--- config.mk ---
export PLATFORM = sky130hd
export DESIGN_NAME = led_ping_pong_wipe_core
export DESIGN_NICKNAME = d
export VERILOG_FILES = /design/src/sv/lppw_pkg.sv /design/src/sv/lppw_ctrl.sv /design/src/sv/lppw_datapath.sv /design/src/sv/led_ping_pong_wipe_core.sv
export SDC_FILE = /design/constraint.sdc
export NUM_CORES = 2
export LEC_CHECK = 0
export ABC_AREA = 1
export BUFFER_PORTS_ARGS = -buffer_cell sky130_fd_sc_hd__buf_2
export CAP_MARGIN = 20
export CORE_MARGIN = 1
export CORE_UTILIZATION = 50
export CTS_CLUSTER_DIAMETER = 150
export DETAILED_ROUTE_END_ITERATION = 10
export GPL_TIMING_DRIVEN = 1
export HOLD_SLACK_MARGIN = 0.15
export PLACE_DENSITY = 0.66
export SYNTH_ARGS = -nofsm -noshare
export SYNTH_HDL_FRONTEND = slang
export SYNTH_SLANG_ARGS = --single-unit
--- constraint.sdc ---
create_clock -name clk -period 26.8 [get_ports clk]
set_clock_uncertainty 0.15 [all_clocks]
set_input_delay 5.36 -clock clk [delete_from_list [all_inputs] [get_ports clk]]
set_output_delay 5.36 -clock clk [all_outputs]
set_load 0.05 [all_outputs]
--- src/sv/lppw_pkg.sv ---
// Shared types, constants and helper functions for the LED ping-pong wipe block.
// Used by the controller, the datapath, the top level and the checker.
`default_nettype none

package lppw_pkg;

  localparam int PALETTE_SLOTS_DEF = 8;
  localparam int LED_MAX_DEF       = 256;

  localparam int FIFTIETHS   = 50;
  localparam int SPEED_W     = 7;
  localparam int SOFT_W      = 7;
  localparam int LEDS_W      = 9;
  localparam int COLORS_W    = 4;
  localparam int SPEED_MAX   = 127;
  localparam int SOFT_MAX    = 127;

  localparam int CH_W        = 8;
  localparam int RGB_W       = 24;
  localparam int D_W         = 13;
  localparam int DIV_STEPS   = 8;
  localparam int DIV_CNT_W   = 3;
  localparam int DSH_W       = D_W + DIV_STEPS - 1;
  localparam int PROD_W      = DSH_W + 1;
  localparam int COLOR_CNT_W = 5;
  localparam int SLOT_IDX_W  = 4;

  localparam int CFG_IDX_W   = 2;
  localparam int CFG_DATA_W  = 9;

  localparam logic [CFG_IDX_W-1:0] CFG_SPEED       = 2'd0;
  localparam logic [CFG_IDX_W-1:0] CFG_SOFTNESS    = 2'd1;
  localparam logic [CFG_IDX_W-1:0] CFG_LED_COUNT   = 2'd2;
  localparam logic [CFG_IDX_W-1:0] CFG_COLOR_COUNT = 2'd3;

  localparam logic [SPEED_W-1:0]  SPEED_RST       = 7'd50;
  localparam logic [SOFT_W-1:0]   SOFTNESS_RST    = 7'd3;
  localparam logic [LEDS_W-1:0]   LED_COUNT_RST   = 9'd16;
  localparam logic [COLORS_W-1:0] COLOR_COUNT_RST = 4'd7;

  typedef enum logic [1:0] {
    KIND_PIXEL   = 2'd0,
    KIND_ADVANCE = 2'd1,
    KIND_WRITE   = 2'd2
  } kind_t;

  typedef enum logic [3:0] {
    ST_IDLE,
    ST_NUM,
    ST_MUL,
    ST_LOAD,
    ST_DIV,
    ST_OUT,
    ST_ADV,
    ST_WRAP
  } state_t;

  typedef struct packed {
    logic capture;
    logic pal_write;
    logic pix_num;
    logic pix_mul;
    logic div_load;
    logic div_step;
    logic out_load;
    logic adv_move;
    logic adv_wrap;
  } ctl_cmd_t;

  function automatic logic [RGB_W-1:0] default_color(input logic [SLOT_IDX_W-1:0] idx);
    logic [RGB_W-1:0] c;
    case (idx)
      4'd0:    c = 24'h00FF00;
      4'd1:    c = 24'h00FFFF;
      4'd2:    c = 24'h0000FF;
      4'd3:    c = 24'hFFFF00;
      4'd4:    c = 24'hFF0000;
      4'd5:    c = 24'hFF00FF;
      4'd6:    c = 24'hFFFFFF;
      default: c = 24'h000000;
    endcase
    return c;
  endfunction

endpackage

`default_nettype wire

--- src/sv/lppw_ctrl.sv ---
// Controller state machine for the LED ping-pong wipe block.
// Drives datapath commands and the handshakes; depends on lppw_pkg.
`default_nettype none

module lppw_ctrl
  import lppw_pkg::*;
(
  input  logic                 clk,
  input  logic                 rst,
  input  logic                 in_valid,
  output logic                 in_ready,
  input  logic [1:0]           kind,
  output logic                 out_valid,
  input  logic                 out_ready,
  output ctl_cmd_t             cmd
);

  state_t               state, state_next;
  logic [DIV_CNT_W-1:0] div_count, div_count_next;
  logic                 out_valid_next;

  always_ff @(posedge clk) begin
    if (rst) begin
      state     <= ST_IDLE;
      div_count <= '0;
      out_valid <= 1'b0;
    end else begin
      state     <= state_next;
      div_count <= div_count_next;
      out_valid <= out_valid_next;
    end
  end

  always_comb begin
    state_next     = state;
    div_count_next = div_count;
    cmd            = '0;
    in_ready       = 1'b0;
    case (state)
      ST_IDLE: begin
        in_ready = 1'b1;
        if (in_valid) begin
          cmd.capture = 1'b1;
          case (kind)
            KIND_PIXEL:   state_next = ST_NUM;
            KIND_ADVANCE: state_next = ST_ADV;
            KIND_WRITE:   cmd.pal_write = 1'b1;
            default:      state_next = ST_IDLE;
          endcase
        end
      end
      ST_NUM: begin
        cmd.pix_num = 1'b1;
        state_next  = ST_MUL;
      end
      ST_MUL: begin
        cmd.pix_mul = 1'b1;
        state_next  = ST_LOAD;
      end
      ST_LOAD: begin
        cmd.div_load   = 1'b1;
        div_count_next = '0;
        state_next     = ST_DIV;
      end
      ST_DIV: begin
        cmd.div_step   = 1'b1;
        div_count_next = div_count + DIV_CNT_W'(1);
        if (div_count == DIV_CNT_W'(DIV_STEPS - 1)) begin
          state_next = ST_OUT;
        end
      end
      ST_OUT: begin
        if (!out_valid || out_ready) begin
          cmd.out_load = 1'b1;
          state_next   = ST_IDLE;
        end
      end
      ST_ADV: begin
        cmd.adv_move = 1'b1;
        state_next   = ST_WRAP;
      end
      ST_WRAP: begin
        cmd.adv_wrap = 1'b1;
        state_next   = ST_IDLE;
      end
      default: state_next = ST_IDLE;
    endcase
  end

  always_comb begin
    if (cmd.out_load) begin
      out_valid_next = 1'b1;
    end else if (out_ready) begin
      out_valid_next = 1'b0;
    end else begin
      out_valid_next = out_valid;
    end
  end

endmodule

`default_nettype wire

--- src/sv/lppw_datapath.sv ---
// Datapath of the LED ping-pong wipe block: configuration, edge state, palette,
// blend multipliers and the per-channel restoring dividers. Depends on lppw_pkg.
`default_nettype none

module lppw_datapath
  import lppw_pkg::*;
#(
  parameter int PALETTE_SLOTS = PALETTE_SLOTS_DEF,
  parameter int LED_MAX       = LED_MAX_DEF
) (
  input  logic                  clk,
  input  logic                  rst,
  input  ctl_cmd_t              cmd,
  input  logic [7:0]            led_index,
  input  logic [2:0]            color_index,
  input  logic [RGB_W-1:0]      color_value,
  input  logic                  cfg_write,
  input  logic [CFG_IDX_W-1:0]  cfg_index,
  input  logic [CFG_DATA_W-1:0] cfg_data,
  output logic [CH_W-1:0]       red,
  output logic [CH_W-1:0]       green,
  output logic [CH_W-1:0]       blue
);

  localparam int SLOT_W = $clog2(PALETTE_SLOTS);
  localparam int LED_W  = $clog2(LED_MAX + 1);
  localparam int POS_W  = $clog2(FIFTIETHS * (LED_MAX + 2 * SOFT_MAX) + SPEED_MAX + 1) + 1;

  function automatic logic [COLOR_CNT_W-1:0] mod_count(input logic [COLOR_CNT_W-1:0] val,
                                                        input logic [COLOR_CNT_W-1:0] m);
    logic [2*COLOR_CNT_W-1:0] r;
    logic [2*COLOR_CNT_W-1:0] mw;
    r  = (2*COLOR_CNT_W)'(val);
    mw = (2*COLOR_CNT_W)'(m);
    for (int i = COLOR_CNT_W - 1; i >= 0; i--) begin
      if (r >= (mw << i)) begin
        r = r - (mw << i);
      end
    end
    return r[COLOR_CNT_W-1:0];
  endfunction

  logic [SPEED_W-1:0]  speed;
  logic [SOFT_W-1:0]   softness;
  logic [LEDS_W-1:0]   led_count;
  logic [COLORS_W-1:0] color_count;

  logic [SOFT_W-1:0]      s_eff;
  logic [LED_W-1:0]       n_eff;
  logic [COLOR_CNT_W-1:0] eff_colors;
  logic [D_W-1:0]         d_val;
  logic signed [POS_W-1:0] d_s, hi_s, hi_m_s, spd_s, x_s;

  logic signed [POS_W-1:0] pos;
  logic                    rev;
  logic [SLOT_W-1:0]       ptr;

  logic [COLOR_CNT_W-1:0] ptr_inc;
  logic [SLOT_W-1:0]      nidx;
  logic [SLOT_W-1:0]      wr_idx;
  logic                   pal_wr_en;

  logic [RGB_W-1:0]         pal_mem [PALETTE_SLOTS];
  logic [PALETTE_SLOTS-1:0] pal_valid;
  logic [RGB_W-1:0]         cur_rd, nxt_rd;

  logic [7:0]        led_idx;
  logic [D_W-1:0]    num, num_c;
  logic [PROD_W-1:0] prod_n [3];
  logic [PROD_W-1:0] prod_c [3];
  logic [PROD_W-1:0] rem [3];
  logic [CH_W-1:0]   quo [3];
  logic [DSH_W-1:0]  dsh;

  always_ff @(posedge clk) begin
    if (rst) begin
      speed       <= SPEED_RST;
      softness    <= SOFTNESS_RST;
      led_count   <= LED_COUNT_RST;
      color_count <= COLOR_COUNT_RST;
    end else if (cfg_write) begin
      case (cfg_index)
        CFG_SPEED:       speed       <= cfg_data[SPEED_W-1:0];
        CFG_SOFTNESS:    softness    <= cfg_data[SOFT_W-1:0];
        CFG_LED_COUNT:   led_count   <= cfg_data[LEDS_W-1:0];
        CFG_COLOR_COUNT: color_count <= cfg_data[COLORS_W-1:0];
        default: ;
      endcase
    end
  end

  always_comb begin
    s_eff = (softness == '0) ? SOFT_W'(1) : softness;
    if (32'(led_count) > LED_MAX) begin
      n_eff = LED_W'(LED_MAX);
    end else begin
      n_eff = LED_W'(led_count);
    end
    if (color_count == '0) begin
      eff_colors = COLOR_CNT_W'(1);
    end else if (32'(color_count) > PALETTE_SLOTS) begin
      eff_colors = COLOR_CNT_W'(PALETTE_SLOTS);
    end else begin
      eff_colors = COLOR_CNT_W'(color_count);
    end
    d_val  = D_W'(FIFTIETHS * int'(s_eff));
    d_s    = POS_W'(d_val);
    hi_s   = POS_W'(FIFTIETHS * (int'(n_eff) + int'(s_eff)));
    hi_m_s = POS_W'(FIFTIETHS * (int'(n_eff) + int'(s_eff) - 1));
    spd_s  = POS_W'(speed);
    x_s    = POS_W'(FIFTIETHS * int'(led_idx));
  end

  assign ptr_inc   = COLOR_CNT_W'(ptr) + COLOR_CNT_W'(1);
  assign nidx      = (ptr_inc < eff_colors) ? SLOT_W'(ptr_inc) : '0;
  assign wr_idx    = SLOT_W'(color_index);
  assign pal_wr_en = cmd.pal_write && (COLOR_CNT_W'(color_index) < eff_colors)
                     && (32'(color_index) < PALETTE_SLOTS);

  always_comb begin
    if (!rev) begin
      if (x_s < pos) begin
        num_c = d_val;
      end else if (x_s < pos + d_s) begin
        num_c = D_W'(pos + d_s - x_s);
      end else begin
        num_c = '0;
      end
    end else begin
      if (x_s >= pos) begin
        num_c = d_val;
      end else if (x_s >= pos - d_s) begin
        num_c = D_W'(x_s - (pos - d_s));
      end else begin
        num_c = '0;
      end
    end
  end

  always_ff @(posedge clk) begin
    if (rst) begin
      pos <= '0;
      rev <= 1'b0;
      ptr <= '0;
    end else if (cmd.adv_move) begin
      pos <= rev ? pos - spd_s : pos + spd_s;
    end else if (cmd.adv_wrap) begin
      if (pos >= hi_s || pos < -d_s) begin
        ptr <= SLOT_W'(mod_count(ptr_inc, eff_colors));
        rev <= !rev;
        pos <= rev ? -d_s : hi_m_s;
      end
    end
  end

  always_ff @(posedge clk) begin
    if (pal_wr_en) begin
      pal_mem[wr_idx] <= color_value;
    end
  end

  always_ff @(posedge clk) begin
    if (rst) begin
      pal_valid <= '0;
    end else if (pal_wr_en) begin
      pal_valid[wr_idx] <= 1'b1;
    end
  end

  always_ff @(posedge clk) begin
    if (cmd.capture) begin
      led_idx <= led_index;
    end
    if (cmd.pix_num) begin
      num    <= num_c;
      cur_rd <= pal_valid[ptr] ? pal_mem[ptr] : default_color(SLOT_IDX_W'(ptr));
      nxt_rd <= pal_valid[nidx] ? pal_mem[nidx] : default_color(SLOT_IDX_W'(nidx));
    end
    if (cmd.pix_mul) begin
      for (int c = 0; c < 3; c++) begin
        prod_n[c] <= PROD_W'(num) * PROD_W'(nxt_rd[CH_W*c +: CH_W]);
        prod_c[c] <= PROD_W'(d_val - num) * PROD_W'(cur_rd[CH_W*c +: CH_W]);
      end
    end
    if (cmd.div_load) begin
      for (int c = 0; c < 3; c++) begin
        rem[c] <= prod_n[c] + prod_c[c];
        quo[c] <= '0;
      end
      dsh <= DSH_W'(d_val) << (DIV_STEPS - 1);
    end else if (cmd.div_step) begin
      for (int c = 0; c < 3; c++) begin
        if (rem[c] >= PROD_W'(dsh)) begin
          rem[c] <= rem[c] - PROD_W'(dsh);
          quo[c] <= {quo[c][CH_W-2:0], 1'b1};
        end else begin
          quo[c] <= {quo[c][CH_W-2:0], 1'b0};
        end
      end
      dsh <= dsh >> 1;
    end
    if (cmd.out_load) begin
      red   <= quo[0];
      green <= quo[1];
      blue  <= quo[2];
    end
  end

endmodule

`default_nettype wire

--- src/sv/led_ping_pong_wipe_core.sv ---
// Top level of the LED ping-pong wipe block: controller plus datapath.
// Depends on lppw_pkg, lppw_ctrl and lppw_datapath.
//
//   channel  signals                                   direction
//   in       in_valid/in_ready, kind, led_index,       into block
//            color_index, color_value
//   out      out_valid/out_ready, red, green, blue     out of block
//   cfg      cfg_valid/cfg_ready, cfg_index, cfg_data  into block
//
// A pixel request steps through the numerator, multiply, load, 8-step restoring divide
// (one divider per channel, sharing one divisor shift) and output states; the output
// state registers the result. Advances pass the move and wrap states; palette writes
// and unknown kinds end in idle. Reset restores the registers, the edge state and the
// default palette at once. A result held by a stalled output blocks the next input only
// once another pixel result is ready to replace it. Configuration writes are taken every cycle.
`default_nettype none

module led_ping_pong_wipe_core
  import lppw_pkg::*;
#(
  parameter int PALETTE_SLOTS = PALETTE_SLOTS_DEF,
  parameter int LED_MAX       = LED_MAX_DEF
) (
  input  logic                  clk,
  input  logic                  rst,
  input  logic                  in_valid,
  output logic                  in_ready,
  input  logic [1:0]            kind,
  input  logic [7:0]            led_index,
  input  logic [2:0]            color_index,
  input  logic [RGB_W-1:0]      color_value,
  output logic                  out_valid,
  input  logic                  out_ready,
  output logic [CH_W-1:0]       red,
  output logic [CH_W-1:0]       green,
  output logic [CH_W-1:0]       blue,
  input  logic                  cfg_valid,
  output logic                  cfg_ready,
  input  logic [CFG_IDX_W-1:0]  cfg_index,
  input  logic [CFG_DATA_W-1:0] cfg_data
);

  ctl_cmd_t cmd;

  assign cfg_ready = 1'b1;

  lppw_ctrl u_ctrl (
    .clk       (clk),
    .rst       (rst),
    .in_valid  (in_valid),
    .in_ready  (in_ready),
    .kind      (kind),
    .out_valid (out_valid),
    .out_ready (out_ready),
    .cmd       (cmd)
  );

  lppw_datapath #(
    .PALETTE_SLOTS (PALETTE_SLOTS),
    .LED_MAX       (LED_MAX)
  ) u_datapath (
    .clk         (clk),
    .rst         (rst),
    .cmd         (cmd),
    .led_index   (led_index),
    .color_index (color_index),
    .color_value (color_value),
    .cfg_write   (cfg_valid),
    .cfg_index   (cfg_index),
    .cfg_data    (cfg_data),
    .red         (red),
    .green       (green),
    .blue        (blue)
  );

endmodule

`default_nettype wire

==> metrics <==
status=finished, final reports clean; Core Area=0.117 mm2; Primary FF master, synth=edfxtp_1; CTS tree=yes; CP Data Arrival Time=9880 ps; CTS buffer count=73; max-slew violations=0; die footprint=0.119 mm2; Setup Viol. Count Final=0; final core occ=0.543; layout cells sized above 1=0.0562; delay-heaviest family, CP=adder cells; Layout Cells excl Fill=between 8000 and 9000; remaining antenna violation count=0; Yosys reg bits=583; dpl hpwl=between 100000 and 150000 um; Fillers=10611; R2R setup slack=17150 ps; critical path launch point type=flip-flop; total wire length=163000 um; Die Span Y=345 um; min Tclk post-route=9650 ps; Port-buffer cells=78; ANT cells=0; period utilization=0.360; f_max=104 MHz; sequential share of the synthesized area=0.285; Worst-path clk slew=60 ps; Layout area overhead=7.43%; Die Span X=345 um; global-route wire length before repair=255000 um; Inst Count DP=8275; Distinct cells, synth=72; initial antenna violation count=2; DR vias/cell=5.53; WP data required=27020 ps; Avg WL per Cell=19.3 um; CTS Root Cell=clkbuf_16; Starting Density=0.506; Overflow after GRT=0; largest net degree at the start of global routing=between 80 and 90; DRC viols=0; Max Fanout on Critical Path=18; Worst Path Buf+Inv=9; area of the multi-input gates=~0.037 mm2; H-tree depth=3; boundary pin count=80; Synth Cell Area=0.0589 mm2; Seq. cell area=0.0168 mm2; post-CTS resize count=0; Initial DRC Count=3968; most common cell after layout, fill and taps aside=nand2_1; Hold Buf Count CTS=0; Hold Violations, Final=0; RSZ-0062 raised after global routing=no; nets@finish=8008; GPL Wtd Cong=approximately 0.96; Slew headroom=0.254; Vias=46496; clock buffer depth=3; total clock sinks=~580; setup bufs post-CTS=0; Row Count=125; worst hold path class=reg2reg; fraction of registers with async set/reset=0; clk_lat worst skew=670 ps; Avg Cell Area, Syn=8.61 um2; vias in the first global route=about 46000; Crit. End Element=flip-flop; gate count of the mapped netlist=6841; Ys Warns=0; max_cap viols=0; GRT Overall Usage=0.273; most frequent cells in the layout=nand2_1, inv_1, ha_1; worst slew pin tran=1120 ps; CP peak stage delay=around 590 ps; Crit Path Class=reg2reg; DRT Pass-1 Iters=6; Fin Setup TNS=0 ps; Max stage delay cell, worst path=fa_1; Post-synth EDFFs=around 510
==> state kept, by name, indices dropped and copies added (netlist names), 4 cells and up, named ones only <==
signal                  count
u_datapath.pal_mem        192
u_datapath.prod_c          63
u_datapath.prod_n          63
u_datapath.rem             63
u_datapath.cur_rd          24
u_datapath.nxt_rd          24
u_datapath.quo             24
u_datapath.dsh             20
u_datapath.pos             16
u_datapath.num             13
u_datapath.led_count        9
u_datapath.blue             8
u_datapath.green            8
u_datapath.led_idx          8
u_datapath.pal_valid        8
u_datapath.red              8
u_datapath.softness         7
u_datapath.speed            7
u_datapath.color_count      4
==> metrics by stage <==
step           hold slack, ps  instance area (um2)  worst slack [ps]
2_1_floorplan             250                58900             18350
3_3_place_gp              256                60900             17540
3_5_place_dp              255                60900             17310
4_1_cts                   271                63300             17280
5_1_grt                   283                63300             16640
6_report                  271                63300             17150
==> cell type report <==
cell class	instances	area share
inverter	1252	0.0742
timing repair buffer	143	0.0141
clock inverter	42	0.00749
sequential	583	0.265
tap	1524	0.0301
clock buffer	90	0.0305
multi-input combinational	4774	0.579
==> cells by family (layout without fill, tap and decap cells) <==
kind of cell | count (synthesis) | after routing | synth area share
xor gates and xnor gates | 332 | 332 | 0.0501
buffers and inverters | 1488 | 1527 | 0.0956
and+or+nand+nor | 1964 | 1964 | 0.138
DFF | 583 | 583 | 0.285
adders and majority gates | 1128 | 1128 | 0.303
muxes | 1 | 1 | 0.000170
other | 2 | 6 | 0.000127
AOI/OAI and AO/OA | 1343 | 1343 | 0.128
==> worst paths after layout <==
check | start | endpoint | depth (start not counted)
worst max-delay path | u_datapath.softness[2] | u_datapath.prod_c[0][62] | 38
worst max register to register | u_datapath.softness[2] | u_datapath.prod_c[0][62] | 38
worst min register to register | u_datapath.quo[0][7] | u_datapath.red[7] | 0
worst min-delay path | u_datapath.quo[0][7] | u_datapath.red[7] | 0
==> synthesized netlist by cell type (all sizes together), types with 10 or more instances <==
master  count  share of area
a21oi     575          0.049
nor4       13         0.0014
xnor2     122          0.018
dfxtp      74          0.025
a211oi     19         0.0024
inv      1242          0.079
o22ai      18         0.0019
or2        52         0.0055
nand4      44         0.0049
nand2    1295          0.084
ha        631           0.13
o21a       10         0.0013
edfxtp    509           0.26
a21o       42         0.0054
o221ai     32         0.0049
o21bai     21         0.0027
a21boi     20         0.0025
o21ai     463          0.040
clkinv     10        0.00064
nand3     133          0.012
nand3b     11         0.0014
clkbuf    187          0.012
o211ai     97          0.013
nor2      380          0.025
fa        497           0.17
buf        49         0.0038
nor3       31         0.0029
xor2      207          0.031
a31oi      15         0.0017
o31ai      17         0.0022
==> worst register-to-register path: cells and delay by family, from the launching register on <==
family                   cells  cell delay, ps
buffers and inverters        9            1250
XOR/XNOR                     2             860
adder cells (fa/ha/maj)     11            4250
flip-flops                   1             370
AO/OA/AOI/OAI                4             590
AND/OR/NAND/NOR             12            1930
==> metal layers <==
layer	up-vias	share of wire	GRT usage	wire (um)
met5	-	0.00014	0	23
met4	4	0.030	0.0833	4880
met3	291	0.079	0.0463	12800
met2	1621	0.45	0.433	73100
met1	22366	0.44	0.381	71800
li1	22214	-	-	-
Power is not shown: default switching activity piles up to over one toggle a cycle in this logic, so the estimate is an artifact.
